File: src/rtl/dcmas_pkg.sv
// ----------------------------------------------------------------------------
// dcmas_pkg
// constants and widths shared by the dual channel moving average scaler
// ----------------------------------------------------------------------------
package dcmas_pkg;

   localparam int WINDOW_DEPTH = 64;

   localparam int SAMPLE_W = 10;
   localparam int POS_W    = (WINDOW_DEPTH > 1) ? $clog2(WINDOW_DEPTH) : 1;
   localparam int FILL_W   = $clog2(WINDOW_DEPTH + 1);
   localparam int SUM_W    = SAMPLE_W + POS_W;
   localparam int ADDR_W   = POS_W + 1;
   localparam int CNT_W    = $clog2(SUM_W);

   localparam int GAIN_W   = 16;
   localparam int SUPPLY_W = 13;
   localparam int OFFSET_W = 12;
   localparam int MUX_W    = 10;
   localparam int CSR_W    = 16;
   localparam int INDEX_W  = 2;

   localparam int AVG_W    = SAMPLE_W + 1;
   localparam int MUL_W    = 18;
   localparam int PROD_W   = 28;
   localparam int BASE_W   = 12;
   localparam int VALUE_W  = 20;

   // floor(x / 5) == (x * RECIP_FIVE) >> RECIP_SHIFT for x below 2**15
   localparam int RECIP_FIVE  = 52429;
   localparam int RECIP_SHIFT = 18;
   localparam int TURB_SHIFT  = 8;
   localparam int ORP_SHIFT   = 10;

   localparam logic [INDEX_W-1:0] REG_TURB_GAIN  = 2'd0;
   localparam logic [INDEX_W-1:0] REG_SUPPLY_MV  = 2'd1;
   localparam logic [INDEX_W-1:0] REG_ORP_OFFSET = 2'd2;
   localparam logic [INDEX_W-1:0] REG_MUX_OFFSET = 2'd3;

   localparam logic [GAIN_W-1:0]   GAIN_RESET   = 16'd256;
   localparam logic [SUPPLY_W-1:0] SUPPLY_RESET = 13'd3300;

   localparam logic ACT_SAMPLE = 1'b0;
   localparam logic ACT_CLEAR  = 1'b1;
   localparam logic CH_TURB    = 1'b0;
   localparam logic CH_ORP     = 1'b1;

   typedef logic [SUM_W-1:0]  sum_type;
   typedef logic [POS_W-1:0]  pos_type;
   typedef logic [FILL_W-1:0] fill_type;

endpackage

File: src/rtl/dual_channel_moving_average_scaler.sv
// ----------------------------------------------------------------------------
// dual_channel_moving_average_scaler
// Each transfer is a new sample for one of two channels or a clear of both.
// A sample enters its channel's 64-entry window (one shared block RAM, one
// half per channel); the window sum is divided by the fill count with a
// restoring divider that retires one quotient bit per cycle, the average
// less the mux offset is scaled by one shared 18x18 multiplier (twice for
// ORP: once for the average term, once for the supply*2/5 term by
// reciprocal), and one result is returned. A sample passes through the load,
// divide, scale, base (ORP only) and done states, and its result enters the
// output register from the done state once any unaccepted earlier result
// has left it; a clear is taken from idle and returns no result. No new
// transfer is taken until the current one is finished and its result is in
// the output register. No clearing pass is needed after reset.
// ----------------------------------------------------------------------------
module dual_channel_moving_average_scaler
   import dcmas_pkg::*;
(
   input  logic                       clock,
   input  logic                       reset,
   input  logic                       req_valid,
   output logic                       req_stall,
   input  logic                       req_action,
   input  logic                       req_channel,
   input  logic [SAMPLE_W-1:0]        req_sample,
   output logic                       rsp_valid,
   input  logic                       rsp_stall,
   output logic                       rsp_out_channel,
   output logic signed [VALUE_W-1:0]  rsp_value,
   input  logic                       csr_write,
   input  logic [INDEX_W-1:0]         csr_index,
   input  logic [CSR_W-1:0]           csr_wdata
);

   localparam logic [2:0] S_IDLE  = 3'd0;
   localparam logic [2:0] S_LOAD  = 3'd1;
   localparam logic [2:0] S_DIV   = 3'd2;
   localparam logic [2:0] S_SCALE = 3'd3;
   localparam logic [2:0] S_BASE  = 3'd4;
   localparam logic [2:0] S_DONE  = 3'd5;

   logic [2:0] state_ff, state_in;

   logic [GAIN_W-1:0]          gain_ff;
   logic [SUPPLY_W-1:0]        supply_ff;
   logic signed [OFFSET_W-1:0] orp_offset_ff;
   logic [MUX_W-1:0]           mux_offset_ff;

   sum_type  turb_sum_ff, turb_sum_in, orp_sum_ff, orp_sum_in;
   pos_type  turb_pos_ff, turb_pos_in, orp_pos_ff, orp_pos_in;
   fill_type turb_fill_ff, turb_fill_in, orp_fill_ff, orp_fill_in;

   logic                chan_ff, chan_in;
   logic [SAMPLE_W-1:0] sample_ff, sample_in;

   sum_type             div_quo_ff, div_quo_in;
   logic [FILL_W-1:0]   div_rem_ff, div_rem_in;
   fill_type            div_den_ff, div_den_in;
   logic [CNT_W-1:0]    div_cnt_ff, div_cnt_in;

   logic signed [PROD_W-1:0] prod_ff, prod_in;
   logic [BASE_W-1:0]        base_ff, base_in;

   logic                       rsp_valid_ff, rsp_valid_in;
   logic                       out_chan_ff, out_chan_in;
   logic signed [VALUE_W-1:0]  value_ff, value_in;

   logic [SAMPLE_W-1:0] ring_mem [2**ADDR_W];
   logic [SAMPLE_W-1:0] mem_rd_ff;
   logic [ADDR_W-1:0]   mem_raddr, mem_waddr;
   logic                mem_we;

   sum_type             sel_sum, new_sum;
   pos_type             sel_pos, new_pos;
   fill_type            sel_fill, new_fill;
   logic [SAMPLE_W-1:0] old_sample;
   logic [FILL_W:0]     div_trial;
   logic                div_bit;

   logic signed [AVG_W-1:0]    avg;
   logic signed [MUL_W-1:0]    mul_a, mul_b;
   logic signed [2*MUL_W-1:0]  mul_p;
   logic signed [PROD_W-1:0]   turb_shift, turb_round, orp_shift;
   logic signed [VALUE_W-1:0]  turb_value, orp_value;

   assign req_stall       = (state_ff != S_IDLE);
   assign rsp_valid       = rsp_valid_ff;
   assign rsp_out_channel = out_chan_ff;
   assign rsp_value       = value_ff;

   assign mem_raddr = {req_channel, (req_channel == CH_ORP) ? orp_pos_ff : turb_pos_ff};
   assign mem_waddr = {chan_ff, sel_pos};

   assign sel_sum    = (chan_ff == CH_ORP) ? orp_sum_ff  : turb_sum_ff;
   assign sel_pos    = (chan_ff == CH_ORP) ? orp_pos_ff  : turb_pos_ff;
   assign sel_fill   = (chan_ff == CH_ORP) ? orp_fill_ff : turb_fill_ff;
   // entries past the fill count were never written since the last clear
   assign old_sample = (sel_fill == FILL_W'(WINDOW_DEPTH)) ? mem_rd_ff : '0;
   assign new_sum    = sel_sum - SUM_W'(old_sample) + SUM_W'(sample_ff);
   assign new_pos    = (sel_pos == POS_W'(WINDOW_DEPTH - 1)) ? '0 : sel_pos + 1'b1;
   assign new_fill   = (sel_fill == FILL_W'(WINDOW_DEPTH)) ? sel_fill : sel_fill + 1'b1;

   assign div_trial = {div_rem_ff, div_quo_ff[SUM_W-1]};
   assign div_bit   = (div_trial >= {1'b0, div_den_ff});

   assign avg   = $signed({1'b0, div_quo_ff[SAMPLE_W-1:0]} - {1'b0, mux_offset_ff});
   assign mul_p = mul_a * mul_b;

   // turbidity divides by 256 toward zero, orp by 1024 toward minus infinity
   assign turb_shift = prod_ff >>> TURB_SHIFT;
   assign turb_round = turb_shift + PROD_W'(prod_ff[PROD_W-1] && (|prod_ff[TURB_SHIFT-1:0]));
   assign turb_value = turb_round[VALUE_W-1:0];
   assign orp_shift  = prod_ff >>> ORP_SHIFT;
   assign orp_value  = $signed(VALUE_W'(base_ff)) - orp_shift[VALUE_W-1:0]
                     + VALUE_W'(orp_offset_ff);

   always_comb begin
      state_in     = state_ff;
      turb_sum_in  = turb_sum_ff;
      turb_pos_in  = turb_pos_ff;
      turb_fill_in = turb_fill_ff;
      orp_sum_in   = orp_sum_ff;
      orp_pos_in   = orp_pos_ff;
      orp_fill_in  = orp_fill_ff;
      chan_in      = chan_ff;
      sample_in    = sample_ff;
      div_quo_in   = div_quo_ff;
      div_rem_in   = div_rem_ff;
      div_den_in   = div_den_ff;
      div_cnt_in   = div_cnt_ff;
      prod_in      = prod_ff;
      base_in      = base_ff;
      rsp_valid_in = rsp_valid_ff;
      out_chan_in  = out_chan_ff;
      value_in     = value_ff;
      mem_we       = 1'b0;
      mul_a        = '0;
      mul_b        = '0;

      if (rsp_valid_ff && !rsp_stall) begin
         rsp_valid_in = 1'b0;
      end

      unique case (state_ff)
         S_IDLE: begin
            if (req_valid) begin
               if (req_action == ACT_CLEAR) begin
                  turb_sum_in  = '0;
                  turb_pos_in  = '0;
                  turb_fill_in = '0;
                  orp_sum_in   = '0;
                  orp_pos_in   = '0;
                  orp_fill_in  = '0;
               end else begin
                  chan_in   = req_channel;
                  sample_in = req_sample;
                  state_in  = S_LOAD;
               end
            end
         end
         S_LOAD: begin
            mem_we = 1'b1;
            if (chan_ff == CH_ORP) begin
               orp_sum_in  = new_sum;
               orp_pos_in  = new_pos;
               orp_fill_in = new_fill;
            end else begin
               turb_sum_in  = new_sum;
               turb_pos_in  = new_pos;
               turb_fill_in = new_fill;
            end
            div_quo_in = new_sum;
            div_rem_in = '0;
            div_den_in = new_fill;
            div_cnt_in = CNT_W'(SUM_W - 1);
            state_in   = S_DIV;
         end
         S_DIV: begin
            if (div_bit) begin
               div_rem_in = FILL_W'(div_trial - {1'b0, div_den_ff});
            end else begin
               div_rem_in = div_trial[FILL_W-1:0];
            end
            div_quo_in = {div_quo_ff[SUM_W-2:0], div_bit};
            if (div_cnt_ff == '0) begin
               state_in = S_SCALE;
            end else begin
               div_cnt_in = div_cnt_ff - 1'b1;
            end
         end
         S_SCALE: begin
            mul_a = MUL_W'(avg);
            if (chan_ff == CH_ORP) begin
               mul_b    = $signed(MUL_W'(supply_ff));
               state_in = S_BASE;
            end else begin
               mul_b    = $signed(MUL_W'(gain_ff));
               state_in = S_DONE;
            end
            prod_in = mul_p[PROD_W-1:0];
         end
         S_BASE: begin
            mul_a    = $signed(MUL_W'({supply_ff, 1'b0}));
            mul_b    = $signed(MUL_W'(RECIP_FIVE));
            base_in  = mul_p[RECIP_SHIFT +: BASE_W];
            state_in = S_DONE;
         end
         S_DONE: begin
            if (!rsp_valid_ff || !rsp_stall) begin
               rsp_valid_in = 1'b1;
               out_chan_in  = chan_ff;
               value_in     = (chan_ff == CH_ORP) ? orp_value : turb_value;
               state_in     = S_IDLE;
            end
         end
         default: begin
            state_in = S_IDLE;
         end
      endcase
   end

   always_ff @(posedge clock) begin
      if (mem_we) begin
         ring_mem[mem_waddr] <= sample_ff;
      end
      mem_rd_ff <= ring_mem[mem_raddr];
   end

   always_ff @(posedge clock) begin
      if (reset) begin
         state_ff      <= S_IDLE;
         rsp_valid_ff  <= 1'b0;
         turb_sum_ff   <= '0;
         turb_pos_ff   <= '0;
         turb_fill_ff  <= '0;
         orp_sum_ff    <= '0;
         orp_pos_ff    <= '0;
         orp_fill_ff   <= '0;
         gain_ff       <= GAIN_RESET;
         supply_ff     <= SUPPLY_RESET;
         orp_offset_ff <= '0;
         mux_offset_ff <= '0;
      end else begin
         state_ff     <= state_in;
         rsp_valid_ff <= rsp_valid_in;
         turb_sum_ff  <= turb_sum_in;
         turb_pos_ff  <= turb_pos_in;
         turb_fill_ff <= turb_fill_in;
         orp_sum_ff   <= orp_sum_in;
         orp_pos_ff   <= orp_pos_in;
         orp_fill_ff  <= orp_fill_in;
         if (csr_write) begin
            unique case (csr_index)
               REG_TURB_GAIN:  gain_ff       <= csr_wdata[GAIN_W-1:0];
               REG_SUPPLY_MV:  supply_ff     <= csr_wdata[SUPPLY_W-1:0];
               REG_ORP_OFFSET: orp_offset_ff <= $signed(csr_wdata[OFFSET_W-1:0]);
               REG_MUX_OFFSET: mux_offset_ff <= csr_wdata[MUX_W-1:0];
               default: ;
            endcase
         end
      end
   end

   always_ff @(posedge clock) begin
      chan_ff     <= chan_in;
      sample_ff   <= sample_in;
      div_quo_ff  <= div_quo_in;
      div_rem_ff  <= div_rem_in;
      div_den_ff  <= div_den_in;
      div_cnt_ff  <= div_cnt_in;
      prod_ff     <= prod_in;
      base_ff     <= base_in;
      out_chan_ff <= out_chan_in;
      value_ff    <= value_in;
   end

endmodule

File: config.mk
export PLATFORM = sky130hd
export DESIGN_NAME = dual_channel_moving_average_scaler
export DESIGN_NICKNAME = d
export VERILOG_FILES = /design/src/rtl/dcmas_pkg.sv /design/src/rtl/dual_channel_moving_average_scaler.sv
export SDC_FILE = /design/constraint.sdc
export NUM_CORES = 2
export LEC_CHECK = 0
export BUFFER_PORTS_ARGS = -buffer_cell sky130_fd_sc_hd__buf_4
export CORE_ASPECT_RATIO = 1.25
export CORE_MARGIN = 4
export CORE_UTILIZATION = 45
export DETAILED_ROUTE_END_ITERATION = 8
export SYNTH_ARGS = -nofsm -noshare
export SYNTH_HDL_FRONTEND = slang
export SYNTH_SLANG_ARGS = --single-unit
File: constraint.sdc
create_clock -name clock -period 9 [get_ports clock]
set_clock_uncertainty 0.15 [all_clocks]
set_input_delay 0.45 -clock clock [delete_from_list [all_inputs] [get_ports clock]]
set_output_delay 0.45 -clock clock [all_outputs]
set_load 0.05 [all_outputs]
Word level (Yosys, flattened, before mapping)

Memories as Yosys holds them, arrays and structs flattened. A register that Yosys moved wholly into a read port is not among the register bits.
Cells that the tools add are included.

Register bits: 219
Bits in writable memories: 1280
Output and inout bits: 23
Word-level logic and storage cells: 122
Memories kept: 1

$add $sub $neg: 10
Multipliers: 1
Order comparisons: 1
Eq/ne operators: 18
Multiplexer cells: 46
Bitwise gates (word level): 1
Reduce and logical (&&, ||, !) cells: 22

Memories:

| name     | depth | bits a word | rd ports | clocked after Yosys merged registers in | wr ports | RTL line                                 | source |
|---|---|---|---|---|---|---|---|
| ring_mem | 128   | 10          | 1        | 1                                       | 1        | dual_channel_moving_average_scaler.sv:68 | `logic [SAMPLE_W-1:0] ring_mem [2**ADDR_W];` |

Operators by type and width:

| kind                 | count |
|---|---|
| $pmux W16 S2         | 4 |
| $mux W16             | 6 |
| $mux W7              | 7 |
| $mux W6              | 7 |
| $pmux W7 S2          | 3 |
| $pmux W18 S2         | 1 |
| $mul A18 B17 Y30     | 1 |
| $pmux W6 S2          | 2 |
| $add A19 B12 Y20     | 1 |
| $add A20 B2 Y20      | 1 |
| $mux W20             | 1 |
| $sub A13 B18 Y19     | 1 |
| $pmux W3 S6          | 1 |
| $add A16 B10 Y16     | 1 |
| $ne A2 B2 Y1 const B | 8 |
| $sub A16 B10 Y16     | 1 |
| $mux W3              | 4 |
| $reduce_and A2 Y1    | 6 |
| $reduce_and A4 Y1    | 3 |
| $sub A10 B10 Y11     | 1 |
| $mux W10             | 1 |
| $ge A8 B7 Y1         | 1 |
| $pmux W4 S2          | 1 |
| $reduce_or A8 Y1     | 1 |
| 23 further kinds     | 35 |

Longest topological paths before layout

Word-level depth: 7
Gate-level depth with buffers: 35
Gate-level depth less buffers: 33

Least setup slack after synthesis

Ideal clock, no wire load.

Path kind: register to register
Start point: register div_quo_ff[0]
End point: register base_ff[9] (data pin)
Library setup time: 0.143 ns
Arrival: 7.753 ns
Data required time: 8.707 ns
Path slack: 0.954 ns
Stages on the path, launching flop included: 35
Buffers on the path: 2
Clock period less this slack: 8.046 ns
Path through: edfxtp_1 -> inv_1 -> ha_1 -> fa_1 -> nor2b_1 -> o21ai_0 -> a21oi_1 -> o41ai_1 -> nor2b_1 -> o21ai_1 -> and2_1 -> buf_2 -> a21oi_1 -> clkbuf_1 -> nor2_1 -> fa_1 -> inv_1 -> fa_1 -> fa_1 -> fa_1 -> inv_1 -> fa_1 -> inv_1 -> fa_1 -> inv_1 -> ha_1 -> nand2_1 -> a21oi_1 -> a221oi_2 -> a21oi_1 -> a41o_1 -> o41ai_2 -> o21ai_1 -> or4_1 -> nand4_1

Word-level cells in the longest chain between the ends: 3

RTL lines:

| element                  | RTL line                                  | source |
|---|---|---|
| start: declaration       | dual_channel_moving_average_scaler.sv:56  | `sum_type div_quo_ff, div_quo_in;` |
| start signal: assignment | dual_channel_moving_average_scaler.sv:267 | `div_quo_ff <= div_quo_in;` |
| $sub A10 B10 Y11         | dual_channel_moving_average_scaler.sv:106 | `assign avg = $signed({1'b0, div_quo_ff[SAMPLE_W-1:0]} - {1'b0, mux_offset_ff});` |
| $pmux W18 S2             | dual_channel_moving_average_scaler.sv:144 | `unique case (state_ff)` |
| $mul A18 B17 Y30         | dual_channel_moving_average_scaler.sv:107 | `assign mul_p = mul_a * mul_b;` |
| named net mul_p[27]      | dual_channel_moving_average_scaler.sv:82  | `logic signed [2*MUL_W-1:0] mul_p;` |
| end signal: assignment   | dual_channel_moving_average_scaler.sv:272 | `base_ff <= base_in;` |
| end: declaration         | dual_channel_moving_average_scaler.sv:62  | `logic [BASE_W-1:0] base_ff, base_in;` |

The timed path passes the listed nets, and every way through them passes these cells.
A chain may end at the register's enable or synchronous reset.

Worst setup path in the final report

Start point: register mux_offset_ff[1]
End point: register base_ff[9] (data pin)

Word-level cells in the longest chain between the ends: 3

RTL lines:

| element                  | RTL line                                  | source |
|---|---|---|
| start: declaration       | dual_channel_moving_average_scaler.sv:47  | `logic [MUX_W-1:0] mux_offset_ff;` |
| start signal: assignment | dual_channel_moving_average_scaler.sv:257 | `REG_MUX_OFFSET: mux_offset_ff <= csr_wdata[MUX_W-1:0];` |
| $sub A10 B10 Y11         | dual_channel_moving_average_scaler.sv:106 |  |
| $pmux W18 S2             | dual_channel_moving_average_scaler.sv:144 |  |
| $mul A18 B17 Y30         | dual_channel_moving_average_scaler.sv:107 |  |
| named net mul_p[27]      | dual_channel_moving_average_scaler.sv:82  |  |

The timed path passes the listed nets, and every way through them passes these cells.

==> results.md <==
* RSZ-0062 raised after global routing: no
* Layout cells sized above 1 at 14.1%
* Clock buffer depth at 3
* Slowest cell on the critical path: fa_1
* Final count of pins violating max slew at 0
* CTS tree: yes
* Via count at 40.4k
* Finished Layout Cells at 7,205
* GRT Util Overall at 22.0%
* Synth Register Bits at 1,509
* DR WL/cell at 25.1 um
* Setup WS pre-CTS at 0.448 ns
* Die width at 364 um
* Cell row count at 163
* Post-Syn Area per Cell at 14.5 um2
* CTS resizes at 0
* Netlist Area Pre-Place at 71,300 um2
* Top cell type's share of synthesized area at 58.4%
* Netlist cell types at 69
* Die H at 453 um
* Total negative setup slack at 0 ns
* Synth Flop Type: edfxtp_1
* Io pins at 58
* Commonest non-fill, non-tap cell in the layout: edfxtp_1
* Ranking of synthesized cells by area: edfxtp_1, mux4_2, fa_1, nand2_1, dfxtp_1
* Syn Inst Count at 4,915
* YS warnings at 0
* Layout fillers at 13.2k
* Static leakage at 28.4 nW
* Status: finished, final reports clean
* Wirelength, routed at 180,000 um
* Final setup margin at 0.428 ns
* Nets at 5,465
* Peak supply drop at 194 uV
* Endpoint class of the critical path: register
* Final Wtd Congestion at 0.933
* Critical Path Max Stage Delay at 0.54 ns
* Fmax achieved at 117 MHz
* Cell area power density at 185 nW/um2
* Vias/cell at 5.60
* Initial drt markers at 3,500
* Initial antenna violation count at 0
* HPWL after DPL at 116,000 um
* Die area at 165,000 um2
* Setup repair bufs after CTS at 0
* First-pass GRT wire length at 270,000 um
* Drt first pass iters at 5
* Placed instance count at 6,896
* CTS clk-pin slew, worst paths at 0.06 ns
* Crit path DAT at 9.06 ns
* Post-synth top area cell: edfxtp_1
* CTS root buffer: clkbuf_16
* Global route overflow at 0
* Number of global-route vias before repair at 41.5k
* Port Buffers at 57
* Critical-path maximum fanout at 5
* Most frequent CP cell: fa_1
* Seq/Total Area, Yosys at 61.8%
* Starting density of the core at 45.2%
* Critical path class: register to register
* Sink Count at 1,509
* P&R area growth vs syn at 11.2%
* Asr flop ratio synth at 0%
* Worst Hold Class: input pin to register
* Final setup fails at 0
* Least-Margin Pin Slew at 1.18 ns
* # DRC at 0
* Hold Fails Final Rpt at 0
* Fin util at 50.3%
* Max-Cap Viols at 0
* Fin crit period at 8.57 ns
* CTS buffer count at 151
* CP required at 9.48 ns
* Most frequent cells in the layout: edfxtp_1, nand2_1, inv_1, nor2_1, mux4_2
* Core area at 158,000 um2
* Largest net degree at the start of global routing at 126
* Post-Syn Nets at 5,356
* Routed Antenna Nets at 0
* CP Launch Type: register
* Final period util at 95.2%
* Number of synthesized flops with an enable pin at 1,386
* H-tree depth at 4
* Clk Latency, worst-skew pair at 0.80 ns
* Max-slew headroom at 21.1%
kinds of logic (layout without fill, tap and decap cells):
| logic type | count (synthesis) | count (layout) | share of synthesized area, % |
|---|---|---|---|
| flops | 1509 | 1509 | 61.8 |
| xor+xnor | 103 | 103 | 1.27 |
| other cells | 0 | 1 | 0 |
| mux | 373 | 373 | 10.9 |
| compound gates | 438 | 438 | 3.86 |
| fa+ha+maj | 406 | 406 | 9.90 |
| simple gates | 1414 | 1414 | 8.39 |
| buf+inv | 672 | 899 | 3.82 |
per-layer routing:
metal,GRT usage [%],vias up,part of all wire [%]
met2,38.8,1092,52
met5,0,-,0
met4,8.07,0,3.9
li1,-,18000,-
met1,27.9,21000,40
met3,3.08,285,4.5
report_power, final:
group	total, W	internal [W]	switching [W]
logic	0.000749	0.000257	0.000492
clock network	0.00617	0.00346	0.00271
registers	0.00773	0.00770	0.0000316
total	0.0147	0.0114	0.00324
cell type report:
| cell class | count | area (um2) | area share [%] |
|---|---|---|---|
| tap | 2062 | 2580 | 3.25 |
| timing repair buffer | 186 | 1560 | 1.97 |
| antenna | 1 | 2.50 | 0.00316 |
| multi-input combinational | 2734 | 24600 | 31.0 |
| sequential | 1509 | 44100 | 55.6 |
| clock inverter | 68 | 659 | 0.832 |
| inverter | 442 | 1660 | 2.09 |
| clock buffer | 203 | 4140 | 5.22 |
what timing repair did:
item / CTS / global route
endpoints found under the hold margin: 99 / 0
hold buffers: 37 / 0
setup endpoints to repair: 0 / 0
worst max-delay path: cells and delay by family (launching register included):
family	cells	cell delay, ns
AOI/OAI and AO/OA	10	2.49
adders and majority gates	8	3.43
and+or+nand+nor	7	1.15
xor gates and xnor gates	1	0.11
buffers and inverters	7	0.73
DFF	1	0.38
synth_stat cells, types with 8 or more instances:
master    number
nor2_1       370
a311o_1       10
inv_1        437
a21oi_1      205
clkbuf_1     147
a32o_1        10
a211oi_1      10
nor3_1        16
mux4_2       321
nand3b_1      15
nand3_1      147
or2_2         16
fa_1         263
xor2_1        33
o21a_1        11
a21o_1        25
a311oi_1      21
dfxtp_1      123
nor2b_1       25
o21ai_1        8
and3_1        51
o21ai_0       44
mux2_2         9
nand2_1      710
xnor2_1       70
ha_1         143
a31oi_1       41
edfxtp_1    1386
mux2i_1       41
buf_2         42
buf_4         29
and2_1        24
nand2b_1       9
registers in the layout, indices dropped and copies added, names as in the netlist, 12 cells and up:
register       flops
ring_mem        1280
prod_ff           28
rsp_value         20
div_quo_ff        16
gain_ff           16
orp_sum_ff        16
turb_sum_ff       16
supply_ff         13
base_ff           12
orp_offset_ff     12
worst paths after layout:
path               startpoint                to  slack [ns]  cells past startpoint
max          mux_offset_ff[1]        base_ff[9]        0.43                     33
min                 csr_write  orp_offset_ff[3]         0.1                      5
max reg2reg  mux_offset_ff[1]        base_ff[9]        0.43                     33
min reg2reg   turb_sum_ff[13]   turb_sum_ff[13]        0.30                      2
stage by stage:
step,area [um2],hold WS [ns],total power [W]
after floorplan,71300,0.284,0.00836
after global placement,74100,0.291,0.00861
after detailed placement,74100,0.296,0.00862
after CTS,79300,0.0212,0.0148
after global routing,79300,0.0798,0.0151
final,79300,0.0960,0.0147
(Power assumes the default switching activity.)
